**src/rtl/spa_pkg.sv**
```systemverilog
package spa_pkg;

  localparam int unsigned HomingRetryLimit = 400;
  localparam int unsigned Microsteps       = 256;

  typedef enum logic [2:0] {
    CMD_TICK     = 3'd0,
    CMD_TARGET   = 3'd1,
    CMD_HOME     = 3'd2,
    CMD_RESETPOS = 3'd3,
    CMD_FREE_ON  = 3'd4,
    CMD_FREE_OFF = 3'd5
  } cmd_t;

  typedef enum logic [2:0] {
    REG_ACCEL   = 3'd0,
    REG_SPEED   = 3'd1,
    REG_STEPS   = 3'd2,
    REG_ENCODER = 3'd3,
    REG_LIMIT   = 3'd4
  } reg_idx_t;

  localparam logic [1:0] WAIT_1MS  = 2'd0;
  localparam logic [1:0] WAIT_10MS = 2'd1;
  localparam logic [1:0] WAIT_20MS = 2'd2;

  typedef struct packed {
    logic [2:0]         cmd;
    logic signed [31:0] target_position;
    logic [7:0]         index_pulses;
    logic signed [31:0] encoder_position;
    logic signed [15:0] limit_reading;
  } in_word_t;

  typedef struct packed {
    logic signed [31:0] velocity_command;
    logic               driver_enabled;
    logic               arrived;
    logic               homing_active;
    logic               clear_encoder;
    logic [1:0]         next_wait;
    logic signed [31:0] position_now;
  } out_word_t;

  typedef struct packed {
    logic [2:0]  index;
    logic [31:0] data;
  } cfg_word_t;

endpackage

```
**src/rtl/spa_if.sv**
```systemverilog
interface spa_in_if;
  logic             valid;
  logic             ready;
  spa_pkg::in_word_t data;
  modport source (output valid, output data, input ready);
  modport sink   (input valid, input data, output ready);
endinterface

interface spa_out_if;
  logic              valid;
  logic              ready;
  spa_pkg::out_word_t data;
  modport source (output valid, output data, input ready);
  modport sink   (input valid, input data, output ready);
endinterface

interface spa_cfg_if;
  logic              valid;
  logic              ready;
  spa_pkg::cfg_word_t data;
  modport source (output valid, output data, input ready);
  modport sink   (input valid, input data, output ready);
endinterface

```
**src/rtl/spa_mul.sv**
```systemverilog
// shift-add multiplier, one multiplier bit per cycle
module spa_mul #(
  parameter int unsigned AW = 64,
  parameter int unsigned BW = 64
) (
  input  logic               clk,
  input  logic               rst,
  input  logic               start,
  input  logic [AW-1:0]      a,
  input  logic [BW-1:0]      b,
  output logic               done,
  output logic [AW+BW-1:0]   p
);
  localparam int unsigned CW = $clog2(BW + 1);
  logic [AW+BW-1:0] acc;
  logic [AW+BW-1:0] mc;
  logic [BW-1:0]    mb;
  logic [CW-1:0]    cnt;
  logic             busy;

  always_ff @(posedge clk) begin
    if (rst) begin
      busy <= 1'b0;
      done <= 1'b0;
      cnt  <= '0;
    end else begin
      done <= 1'b0;
      if (start) begin
        busy <= 1'b1;
        acc  <= '0;
        mc   <= {{BW{1'b0}}, a};
        mb   <= b;
        cnt  <= '0;
      end else if (busy) begin
        if (mb[0]) acc <= acc + mc;
        mc  <= mc << 1;
        mb  <= mb >> 1;
        cnt <= cnt + 1'b1;
        if (cnt == CW'(BW - 1)) begin
          busy <= 1'b0;
          done <= 1'b1;
        end
      end
    end
  end
  assign p = acc + ((busy && mb[0]) ? mc : '0);
endmodule

```
**src/rtl/spa_div.sv**
```systemverilog
// restoring divider of a 128-bit dividend by a 64-bit divisor, one quotient bit per cycle
module spa_div (
  input  logic         clk,
  input  logic         rst,
  input  logic         start,
  input  logic [127:0] num,
  input  logic [63:0]  den,
  output logic         done,
  output logic         sat,
  output logic [63:0]  quo
);
  logic [63:0] hi;
  logic [63:0] lo;
  logic [6:0]  cnt;
  logic        busy;
  logic [64:0] sh;
  logic [64:0] diff;

  always_comb begin
    sh   = {hi, lo[63]};
    diff = sh - {1'b0, den};
  end

  always_ff @(posedge clk) begin
    if (rst) begin
      busy <= 1'b0;
      done <= 1'b0;
      cnt  <= '0;
    end else begin
      done <= 1'b0;
      if (start) begin
        sat <= (den == '0) || (num[127:64] >= den);
        hi  <= num[127:64];
        lo  <= num[63:0];
        quo <= '0;
        cnt <= '0;
        busy <= !((den == '0) || (num[127:64] >= den));
        done <= (den == '0) || (num[127:64] >= den);
      end else if (busy) begin
        lo <= lo << 1;
        if (!diff[64]) begin
          hi  <= diff[63:0];
          quo <= {quo[62:0], 1'b1};
        end else begin
          hi  <= sh[63:0];
          quo <= {quo[62:0], 1'b0};
        end
        cnt <= cnt + 1'b1;
        if (cnt == 7'd63) begin
          busy <= 1'b0;
          done <= 1'b1;
        end
      end
    end
  end
endmodule

```
**src/rtl/stepper_position_approach.sv**
```systemverilog
// Results: a non-tick word, or a tick that arrives or homes on a zero reading, has its
//   result in the cycle after acceptance; a tick that moves first passes through S_M1,
//   S_M2, S_D1, S_M3, S_D2, S_M4, S_DIV and S_FIN (three 64-bit serial multiplies and
//   three divides, one bit per cycle). One word at a time: the result waits in S_OUT
//   until taken, and the next word is taken the cycle after the result is taken.
// Reset: synchronous, active high; config to accel 100, speed 300, steps 200, encoder
//   and limit off; tracking state to zero, driver enabled.
module stepper_position_approach #(
  parameter int unsigned HOMING_RETRY_LIMIT = spa_pkg::HomingRetryLimit,
  parameter int unsigned MICROSTEPS         = spa_pkg::Microsteps
) (
  input  logic clk,
  input  logic rst,
  spa_in_if.sink    in_ch,
  spa_out_if.source out_ch,
  spa_cfg_if.sink   cfg_ch
);
  typedef enum logic [3:0] {
    S_IDLE, S_M1, S_M2, S_D1, S_M3, S_D2, S_M4, S_DIV, S_FIN, S_OUT
  } state_t;

  state_t state;
  logic [15:0] accel, vmaxr, steps;
  logic        enc_on, lim_on;

  logic signed [31:0] pos, tgt, spd, dvel;
  logic homing, pending, departed, idle_arr, enabled;
  logic [8:0] retry;
  logic signed [31:0] dst;
  logic [1:0] wait_r;
  logic arr_r, clr_r, enc_mode;

  logic [63:0] m_val, vmax_val, step_val, den_val;
  logic        mstart;
  logic [63:0] ma, mb;
  logic        mdone;
  logic [127:0] mp;
  logic        dstart, ddone, dsat;
  logic [63:0] dq;

  spa_mul #(.AW(64), .BW(64)) u_mul (
    .clk(clk), .rst(rst), .start(mstart), .a(ma), .b(mb), .done(mdone), .p(mp));
  spa_div u_div (
    .clk(clk), .rst(rst), .start(dstart), .num(mp), .den(den_val),
    .done(ddone), .sat(dsat), .quo(dq));

  assign cfg_ch.ready = 1'b1;
  assign in_ch.ready  = (state == S_IDLE);
  assign out_ch.valid = (state == S_OUT);

  function automatic logic [31:0] mag32(input logic signed [31:0] x);
    return x[31] ? 32'(-x) : 32'(x);
  endfunction

  // approach arithmetic values
  logic [31:0] dmag;
  logic [63:0] sug;
  logic signed [65:0] s_v, lo_b, hi_b, ns;
  logic signed [31:0] ns32;
  always_comb begin
    dmag = mag32(dst);
    sug  = (dsat || dq > vmax_val) ? vmax_val : dq;
    s_v  = dst[31] ? -$signed({2'b0, sug}) : $signed({2'b0, sug});
    lo_b = 66'(spd) - $signed({2'b0, step_val});
    hi_b = 66'(spd) + $signed({2'b0, step_val});
    ns   = s_v;
    if (ns < lo_b) ns = lo_b;
    if (ns > hi_b) ns = hi_b;
    if (ns > 66'sd2147483647) ns = 66'sd2147483647;
    if (ns < -66'sd2147483648) ns = -66'sd2147483648;
    ns32 = ns[31:0];
  end

  always_ff @(posedge clk) begin
    logic signed [31:0] ptmp;
    logic signed [31:0] dtmp;
    logic done_t;
    if (rst) begin
      state <= S_IDLE;
      accel <= 16'd100; vmaxr <= 16'd300; steps <= 16'd200;
      enc_on <= 1'b0; lim_on <= 1'b0;
      pos <= '0; tgt <= '0; spd <= '0; dvel <= '0;
      homing <= 1'b0; pending <= 1'b0; departed <= 1'b0; idle_arr <= 1'b0;
      enabled <= 1'b1; retry <= '0;
      mstart <= 1'b0; dstart <= 1'b0;
      arr_r <= 1'b0; clr_r <= 1'b0; wait_r <= spa_pkg::WAIT_1MS;
    end else begin
      mstart <= 1'b0;
      dstart <= 1'b0;
      if (cfg_ch.valid) begin
        unique case (cfg_ch.data.index)
          spa_pkg::REG_ACCEL:   accel  <= cfg_ch.data.data[15:0];
          spa_pkg::REG_SPEED:   vmaxr  <= cfg_ch.data.data[15:0];
          spa_pkg::REG_STEPS:   steps  <= cfg_ch.data.data[15:0];
          spa_pkg::REG_ENCODER: enc_on <= cfg_ch.data.data[0];
          spa_pkg::REG_LIMIT:   lim_on <= cfg_ch.data.data[0];
          default: ;
        endcase
      end
      unique case (state)
        S_IDLE: if (in_ch.valid) begin
          arr_r <= 1'b0; clr_r <= 1'b0; wait_r <= spa_pkg::WAIT_1MS;
          state <= S_OUT;
          unique case (in_ch.data.cmd)
            spa_pkg::CMD_TICK: begin
              done_t = 1'b0;
              ptmp = pos;
              dtmp = '0;
              if (idle_arr) begin
                idle_arr <= 1'b0;
                if (pending) departed <= 1'b1;
              end
              if (homing) begin
                if (!lim_on) begin
                  homing <= 1'b0;
                  done_t = 1'b1;
                end else if (in_ch.data.limit_reading == '0) begin
                  dvel <= '0; spd <= '0; pos <= '0; tgt <= '0;
                  clr_r <= enc_on;
                  if (retry < 9'd511) retry <= retry + 1'b1;
                  if (((retry < 9'd511) ? 32'(retry) + 32'd1 : 32'(retry))
                      >= 32'(HOMING_RETRY_LIMIT)) begin
                    homing <= 1'b0;
                    done_t = 1'b1;
                  end else begin
                    wait_r <= spa_pkg::WAIT_10MS;
                  end
                end else begin
                  clr_r <= enc_on;
                  if (in_ch.data.limit_reading > 16'sd250)
                    dtmp = 32'sd30;
                  else if (in_ch.data.limit_reading < -16'sd250)
                    dtmp = -32'sd30;
                  else if (in_ch.data.limit_reading < 0)
                    dtmp = -32'sd1;
                  else
                    dtmp = 32'sd1;
                  tgt <= dtmp;
                  pos <= '0;
                  // approach with encoder 0 and no pulses
                  if (!enc_on && spd > 0) ptmp = 32'sd0; else ptmp = 32'sd0;
                  dst <= dtmp;
                  enc_mode <= enc_on;
                  state <= S_M1;
                end
              end else begin
                if (enc_on) begin
                  ptmp = in_ch.data.encoder_position;
                end else begin
                  ptmp = (spd > 0) ? pos + 32'(in_ch.data.index_pulses)
                                   : pos - 32'(in_ch.data.index_pulses);
                end
                pos <= ptmp;
                dtmp = tgt - ptmp;
                if (dtmp == '0) done_t = 1'b1;
                else begin
                  dst <= dtmp;
                  enc_mode <= enc_on;
                  state <= S_M1;
                end
              end
              if (done_t) begin
                spd <= '0; dvel <= '0;
                if (pending && (departed || (idle_arr && pending))) begin
                  arr_r <= 1'b1; pending <= 1'b0; departed <= 1'b0;
                end
                idle_arr <= 1'b1;
                wait_r <= spa_pkg::WAIT_20MS;
              end
            end
            spa_pkg::CMD_TARGET: if (!homing) begin
              tgt <= in_ch.data.target_position; pending <= 1'b1;
            end
            spa_pkg::CMD_HOME: begin
              homing <= 1'b1; retry <= '0; pending <= 1'b1;
            end
            spa_pkg::CMD_RESETPOS: begin
              dvel <= '0; spd <= '0; pos <= '0; tgt <= '0; clr_r <= enc_on;
            end
            spa_pkg::CMD_FREE_ON: enabled <= 1'b0;
            spa_pkg::CMD_FREE_OFF: begin
              tgt <= enc_on ? in_ch.data.encoder_position : pos;
              spd <= '0; dvel <= '0; enabled <= 1'b1;
            end
            default: ;
          endcase
        end
        // M = A*S*MICROSTEPS
        S_M1: begin
          ma <= 64'(accel); mb <= 64'(steps) * 64'(MICROSTEPS);
          mstart <= 1'b1; state <= S_M2;
        end
        // step = M / 6000
        S_M2: if (mdone) begin
          m_val   <= mp[63:0];
          den_val <= 64'd6000;
          dstart  <= 1'b1; state <= S_D1;
        end
        S_D1: if (ddone) begin
          step_val <= dq;
          ma <= 64'(vmaxr); mb <= 64'(steps) * 64'(MICROSTEPS);
          mstart <= 1'b1; state <= S_M3;
        end
        // vmax = R*S*MICROSTEPS / 60
        S_M3: if (mdone) begin
          den_val <= 64'd60;
          dstart  <= 1'b1; state <= S_D2;
        end
        S_D2: if (ddone) begin
          vmax_val <= dq;
          den_val  <= (enc_mode ? 64'd600 : 64'd60) * 64'(mag32(spd));
          ma <= 64'(dmag) * (enc_mode ? 64'd512 : 64'd1024);
          mb <= m_val;
          mstart <= 1'b1; state <= S_M4;
        end
        S_M4: if (mdone) begin
          dstart <= 1'b1; state <= S_DIV;
        end
        S_DIV: if (ddone) state <= S_FIN;
        S_FIN: begin
          state <= S_OUT;
          if (enc_mode) begin
            if (dmag > 32'd10) begin
              spd <= ns32; dvel <= ns32; wait_r <= spa_pkg::WAIT_10MS;
            end else begin
              if (spd == '0) begin
                spd  <= (ns32 != '0) ? ns32 : 32'(dst * 32'sd2560);
                dvel <= (ns32 != '0) ? ns32 : 32'(dst * 32'sd2560);
              end
              wait_r <= spa_pkg::WAIT_1MS;
            end
          end else begin
            spd <= ns32;
            if (dmag > 32'd1) begin
              dvel <= ns32; wait_r <= spa_pkg::WAIT_10MS;
            end else begin
              if (ns32 == '0) dvel <= '0;
              wait_r <= spa_pkg::WAIT_1MS;
            end
          end
        end
        S_OUT: if (out_ch.ready) state <= S_IDLE;
        default: state <= S_IDLE;
      endcase
    end
  end

  always_comb begin
    out_ch.data.velocity_command = dvel;
    out_ch.data.driver_enabled   = enabled;
    out_ch.data.arrived          = arr_r;
    out_ch.data.homing_active    = homing;
    out_ch.data.clear_encoder    = clr_r;
    out_ch.data.next_wait        = wait_r;
    out_ch.data.position_now     = pos;
  end
endmodule

```
**src/flat_wrapper.sv**
```systemverilog
// flat-port wrapper written by rule: the top's interface ports become plain ports
module stepper_position_approach_flat 
#(
  parameter int unsigned HOMING_RETRY_LIMIT = spa_pkg::HomingRetryLimit,
  parameter int unsigned MICROSTEPS         = spa_pkg::Microsteps
)
  (clk, rst, in_ch_valid, in_ch_data, in_ch_ready, out_ch_valid, out_ch_data, out_ch_ready, cfg_ch_valid, cfg_ch_data, cfg_ch_ready);
  spa_in_if in_ch_i ();
  spa_out_if out_ch_i ();
  spa_cfg_if cfg_ch_i ();
  input  logic clk;
  input  logic rst;
  input wire logic [$bits(in_ch_i.valid)-1:0] in_ch_valid;
  input wire logic [$bits(in_ch_i.data)-1:0] in_ch_data;
  output wire logic [$bits(in_ch_i.ready)-1:0] in_ch_ready;
  output wire logic [$bits(out_ch_i.valid)-1:0] out_ch_valid;
  output wire logic [$bits(out_ch_i.data)-1:0] out_ch_data;
  input wire logic [$bits(out_ch_i.ready)-1:0] out_ch_ready;
  input wire logic [$bits(cfg_ch_i.valid)-1:0] cfg_ch_valid;
  input wire logic [$bits(cfg_ch_i.data)-1:0] cfg_ch_data;
  output wire logic [$bits(cfg_ch_i.ready)-1:0] cfg_ch_ready;
  assign in_ch_i.valid = in_ch_valid;
  assign in_ch_i.data = in_ch_data;
  assign in_ch_ready = in_ch_i.ready;
  assign out_ch_valid = out_ch_i.valid;
  assign out_ch_data = out_ch_i.data;
  assign out_ch_i.ready = out_ch_ready;
  assign cfg_ch_i.valid = cfg_ch_valid;
  assign cfg_ch_i.data = cfg_ch_data;
  assign cfg_ch_ready = cfg_ch_i.ready;
  stepper_position_approach #(.HOMING_RETRY_LIMIT(HOMING_RETRY_LIMIT), .MICROSTEPS(MICROSTEPS)) u_core (.clk(clk), .rst(rst), .in_ch(in_ch_i), .out_ch(out_ch_i), .cfg_ch(cfg_ch_i));
endmodule
```
**config.mk**
```make
export PLATFORM = sky130hd
export DESIGN_NAME = stepper_position_approach_flat
export DESIGN_NICKNAME = d
export VERILOG_FILES = /design/src/rtl/spa_pkg.sv /design/src/rtl/spa_if.sv /design/src/rtl/spa_mul.sv /design/src/rtl/spa_div.sv /design/src/rtl/stepper_position_approach.sv /design/src/flat_wrapper.sv
export SDC_FILE = /design/constraint.sdc
export NUM_CORES = 2
export LEC_CHECK = 0
export ABC_AREA = 0
export BUFFER_PORTS_ARGS = -buffer_cell sky130_fd_sc_hd__buf_2
export CAP_MARGIN = 20
export CORE_ASPECT_RATIO = 1.2
export CORE_UTILIZATION = 30
export CTS_BUF_LIST = sky130_fd_sc_hd__clkbuf_8
export CTS_CLUSTER_SIZE = 8
export DETAILED_ROUTE_END_ITERATION = 7
export PLACE_DENSITY = 0.42
export SLEW_MARGIN = 10
export SYNTH_ARGS = -nofsm -noshare
export SYNTH_HDL_FRONTEND = slang
export SYNTH_SLANG_ARGS = --single-unit
export TNS_END_PERCENT = 20
```
**constraint.sdc**
```tcl
create_clock -name clk -period 34.6 [get_ports clk]
set_input_delay 3.46 -clock clk [delete_from_list [all_inputs] [get_ports clk]]
set_output_delay 3.46 -clock clk [all_outputs]
set_load 0.01 [all_outputs]
```
==> results by group <==
Run status
  • Run status: complete, no violations

Global route
  • Global Route met3 Usage: 2.16%
  • Grt met1 use: 26.1%
  • Antenna violations before repair: 14
  • GR Overflow Total: 0
  • Most used routing layer in global routing: met2
  • Via count of the first global-routing pass: 78474
  • Pin count of the biggest net entering global routing: 176
  • Global-route usage over all layers: 19.5%
  • Wire length of the first global-routing pass: 483 mm
  • Met2 usage in global routing: 32.6%

Worst setup path
  • Required time of the critical path: 35.35 ns
  • Most frequent cell on the critical path: sky130_fd_sc_hd__buf_4
  • Crit-path leading delay family: simple AND/OR/NAND/NOR gates
  • Cell with the biggest individual delay on the critical path: sky130_fd_sc_hd__a221oi_1
  • Critical setup path kind: reg -> reg
  • Launch point of the worst path: u_core.u_div.quo[62]
  • Startpoint types: flop
  • Launching point of the worst reg2reg path: u_core.u_div.quo[62]
  • Max stage delay on crit path: roughly 1.1 ns
  • Category of the worst setup path capture point: flop
  • Count of buffering cells on the critical path with inverters included: 7
  • Arrival time of data at the critical path endpoint: 20.71 ns
  • Maximum fanout along the worst path: 55

Placed design
  • Count of input and output buffers: 186
  • HPWL Detailed: 249 mm
  • Pre-CTS setup slack: 14.58 ns
  • Routability cong.: 0.895

Clocking
  • Number of buffers added by the clock tree synthesis step: between 200 and 250
  • TritonCTS clock tree: yes
  • Clock tree buffer depth: 4
  • CTS Hold Bufs: 0
  • Total number of clock tree sinks: 1108
  • Number of instances resized during post-cts repair: 0
  • Clock Latency Late Sink: 1.02 ns
  • Setup Fix Bufs, Post-CTS: 0
  • Buffer type at the clock tree root: sky130_fd_sc_hd__clkbuf_8
  • Clk pin slew, worst setup/hold paths: roughly 0.06 ns
  • Number of H-tree levels: 4

STA
  • Post-route fraction of the period consumed by the critical path: between 50% and 60%
  • Setup repair after global routing missed its margin: no
  • Worst slack on hold paths: around 0.46 ns
  • Tmin final: 19.96 ns
  • Maximum achievable frequency: ~50 MHz
  • Layout Skew: 0.149 ns
  • Setup TNS: 0 ns
  • Crit path setup slack, layout: 14.64 ns
  • Final hold viol count: 0
  • Setup violators final: 0
  • Final-report max-slew violation count: 0
  • Slew at the pin closest to its max-slew limit: ~1.3 ns
  • Worst rel slew slack: 12.5%

Final layout
  • Multi-input combinational cell area: 58800 um^2
  • Share of final-layout standard cells stronger than drive strength 1: 9.09%
  • Final design utilization: 33.3%
  • Area growth from synthesis to final layout: 10.1%
  • Area occupied by registers: 31100 um^2
  • Number of fillers in the final layout: between 30000 and 40000
  • Post-layout net count: around 12000

Synth
  • Post-synth top flop: sky130_fd_sc_hd__edfxtp_1
  • Number of synthesized register bits: ~1100
  • Share of async-settable or async-resettable flops after synthesis: 0%
  • Post-synth design cell area: between 90000 and 100000 um^2
  • Ranking of synthesized cells by area: sky130_fd_sc_hd__edfxtp_1 (28%), sky130_fd_sc_hd__ha_1 (14%), sky130_fd_sc_hd__dfxtp_1 (4.7%)
  • Sequential share of the synthesized area: 33.0%
  • Post-synthesis cell type count: 115
  • Synth top area share: 28.4%
  • Instance count of the mapped netlist: 10481
  • Post-synth top area cell: sky130_fd_sc_hd__edfxtp_1
  • Top post-synthesis cells by count: sky130_fd_sc_hd__ha_1 (1034), sky130_fd_sc_hd__nor2_1 (953), sky130_fd_sc_hd__edfxtp_1 (888)
  • Avg Synthesized Cell Area: 8.97 um^2
  • Number of synthesized flops with an enable pin: roughly 900
  • Most frequent cell after synthesis: sky130_fd_sc_hd__ha_1
  • Total number of yosys warnings: 0

Power and ir drop
  • Leakage power of the design: 43.9 nW
  • Power share of the clock group: 15.2%
  • Register share of total power: a little over a fifth
  • P_int: 4.44 mW
  • Largest vdd supply drop: 0.0930 mV
  • Net switching power: 4.26 mW
  • Ratio of total power to cell area: 84.0 nW/um^2
  • Fraction of power spent switching nets: 49.0%
  • Relative contribution of combinational cells to total power: 63.5%

Die
  • Die area: 316000 um^2
  • Die span in x: 513 um
  • Core ar.: 311000 um^2
  • I/O pin cnt: 204
  • Core Rows: 224
  • Initial Util: 30.2%
  • Height of the chip: between 600 and 700 um

Route
  • Via-per-instance ratio: 5.35
  • Count of routing violations after the opening detailed-route iteration: 5417
  • Post-DRT Antenna Nets: 0
  • DRC Markers: 0
  • Wirelength per Cell: 21.5 um
  • Total iterations of the first detailed-routing run: 6
  • Total number of vias: 79274
  • Wire length reported by the detailed router: 319 mm

Min path
  • Hold Crit Start: u_core.accel[1]
  • Path type of the worst min-delay path: reg -> reg

Run
  • Total of max-cap violations: 0
[power by group through the flow]
stage / logic (mW) / clock network (mW) / registers (mW)
2_1_floorplan: 3.95 / 0 / 1.82
3_3_place_gp: 5.49 / 0 / 1.89
3_5_place_dp: 5.49 / 0 / 1.89
4_1_cts: 5.55 / 1.37 / 1.86
5_1_grt: 6.16 / 1.43 / 1.87
6_report: 5.52 / 1.32 / 1.86
[state kept, by name, summed over array words and instances (netlist names), 32 cells and up]
name	flops
u_core.u_div.lo	64
u_core.u_mul.mb	64
u_core.spd	32
u_core.dst	32
u_core.mb	64
u_core.ma	45
u_core.u_mul.mc	128
u_core.u_div.hi	64
u_core.dvel	32
u_core.tgt	32
u_core.step_val	64
u_core.pos	32
u_core.u_div.quo	64
u_core.u_mul.acc	128
u_core.m_val	64
u_core.vmax_val	64
u_core.den_val	41
[cells in the final DEF (no fill, tap or decap), types with 85 or more instances in the layout]
cell type,netlist,routed
sky130_fd_sc_hd__ha_1,1034,1034
sky130_fd_sc_hd__xnor2_1,356,356
sky130_fd_sc_hd__a211oi_1,87,87
sky130_fd_sc_hd__a31oi_1,90,90
sky130_fd_sc_hd__clkbuf_8,0,233
sky130_fd_sc_hd__buf_2,31,185
sky130_fd_sc_hd__nor2_1,953,946
sky130_fd_sc_hd__dfxtp_1,220,215
sky130_fd_sc_hd__nand4_1,172,172
sky130_fd_sc_hd__inv_1,685,748
sky130_fd_sc_hd__and2_1,122,122
sky130_fd_sc_hd__mux2_2,204,204
sky130_fd_sc_hd__edfxtp_1,888,888
sky130_fd_sc_hd__a21o_1,337,337
sky130_fd_sc_hd__nand3_1,224,224
sky130_fd_sc_hd__nand2_1,784,782
sky130_fd_sc_hd__or2_2,85,85
sky130_fd_sc_hd__fa_1,98,98
sky130_fd_sc_hd__o211ai_1,85,85
sky130_fd_sc_hd__nor3_1,213,210
sky130_fd_sc_hd__nand2b_1,102,101
sky130_fd_sc_hd__buf_4,13,99
sky130_fd_sc_hd__xor2_1,248,247
sky130_fd_sc_hd__mux2i_1,122,122
sky130_fd_sc_hd__o21bai_1,85,85
sky130_fd_sc_hd__nor4_1,94,90
sky130_fd_sc_hd__o21ai_0,582,582
sky130_fd_sc_hd__a21oi_1,786,785
sky130_fd_sc_hd__nor2b_1,238,237
sky130_fd_sc_hd__and3_1,214,213
[final timing paths]
check | slack, ns | end | cells after the start
setup / recovery | 14.64 | u_core.dvel[10] | 54
hold / removal | 0.46 | u_core.accel[1] | 2
setup reg to reg | 14.64 | u_core.dvel[10] | 54
hold reg to reg | 0.46 | u_core.accel[1] | 2
[cells by family after synthesis]
group / synth area share (%)
compound gates: 18.8
mux: 3.98
other cells: 0.00799
simple gates: 18.0
xor+xnor: 5.63
buf+inv: 4.67
fa+ha+maj: 15.8
flops: 33.0
[metrics by stage]
stage                     instances  power (mW)  area [um^2]
after global placement        14427        7.37        99400
after detailed placement      14428        7.37        99400
after floorplan               10515        5.76        94200
final                         14824        8.70       104000
after global routing          14819        9.47       104000
after CTS                     14815        8.79       104000
[tightest hold or removal path: cells and delay by family (launching register included)]
family / cells / cell delay, ns
AND/OR/NAND/NOR: 1 / 0.05
AO/OA/AOI/OAI: 1 / 0.05
flip-flops: 1 / 0.31
[area by class of cell]
class / count / area share [%]
Sequential cell: 1108 / 30.0
Multi-Input combinational cell: 8268 / 56.8
Timing Repair Buffer: 291 / 1.74
Clock buffer: 233 / 3.10
Tap cell: 4068 / 4.91
Inverter: 694 / 2.51
Antenna cell: 8 / 0.0193
Clock inverter: 154 / 0.894
[routing by layer]
metal | vias to the layer above | wire length (um)
met5 | - | 0
met4 | 0 | 11100
met3 | 494 | 13100
met2 | 1961 | 148000
met1 | 38222 | 147000
li1 | 38597 | -
Note: power is estimated with default switching activity, not from simulation.
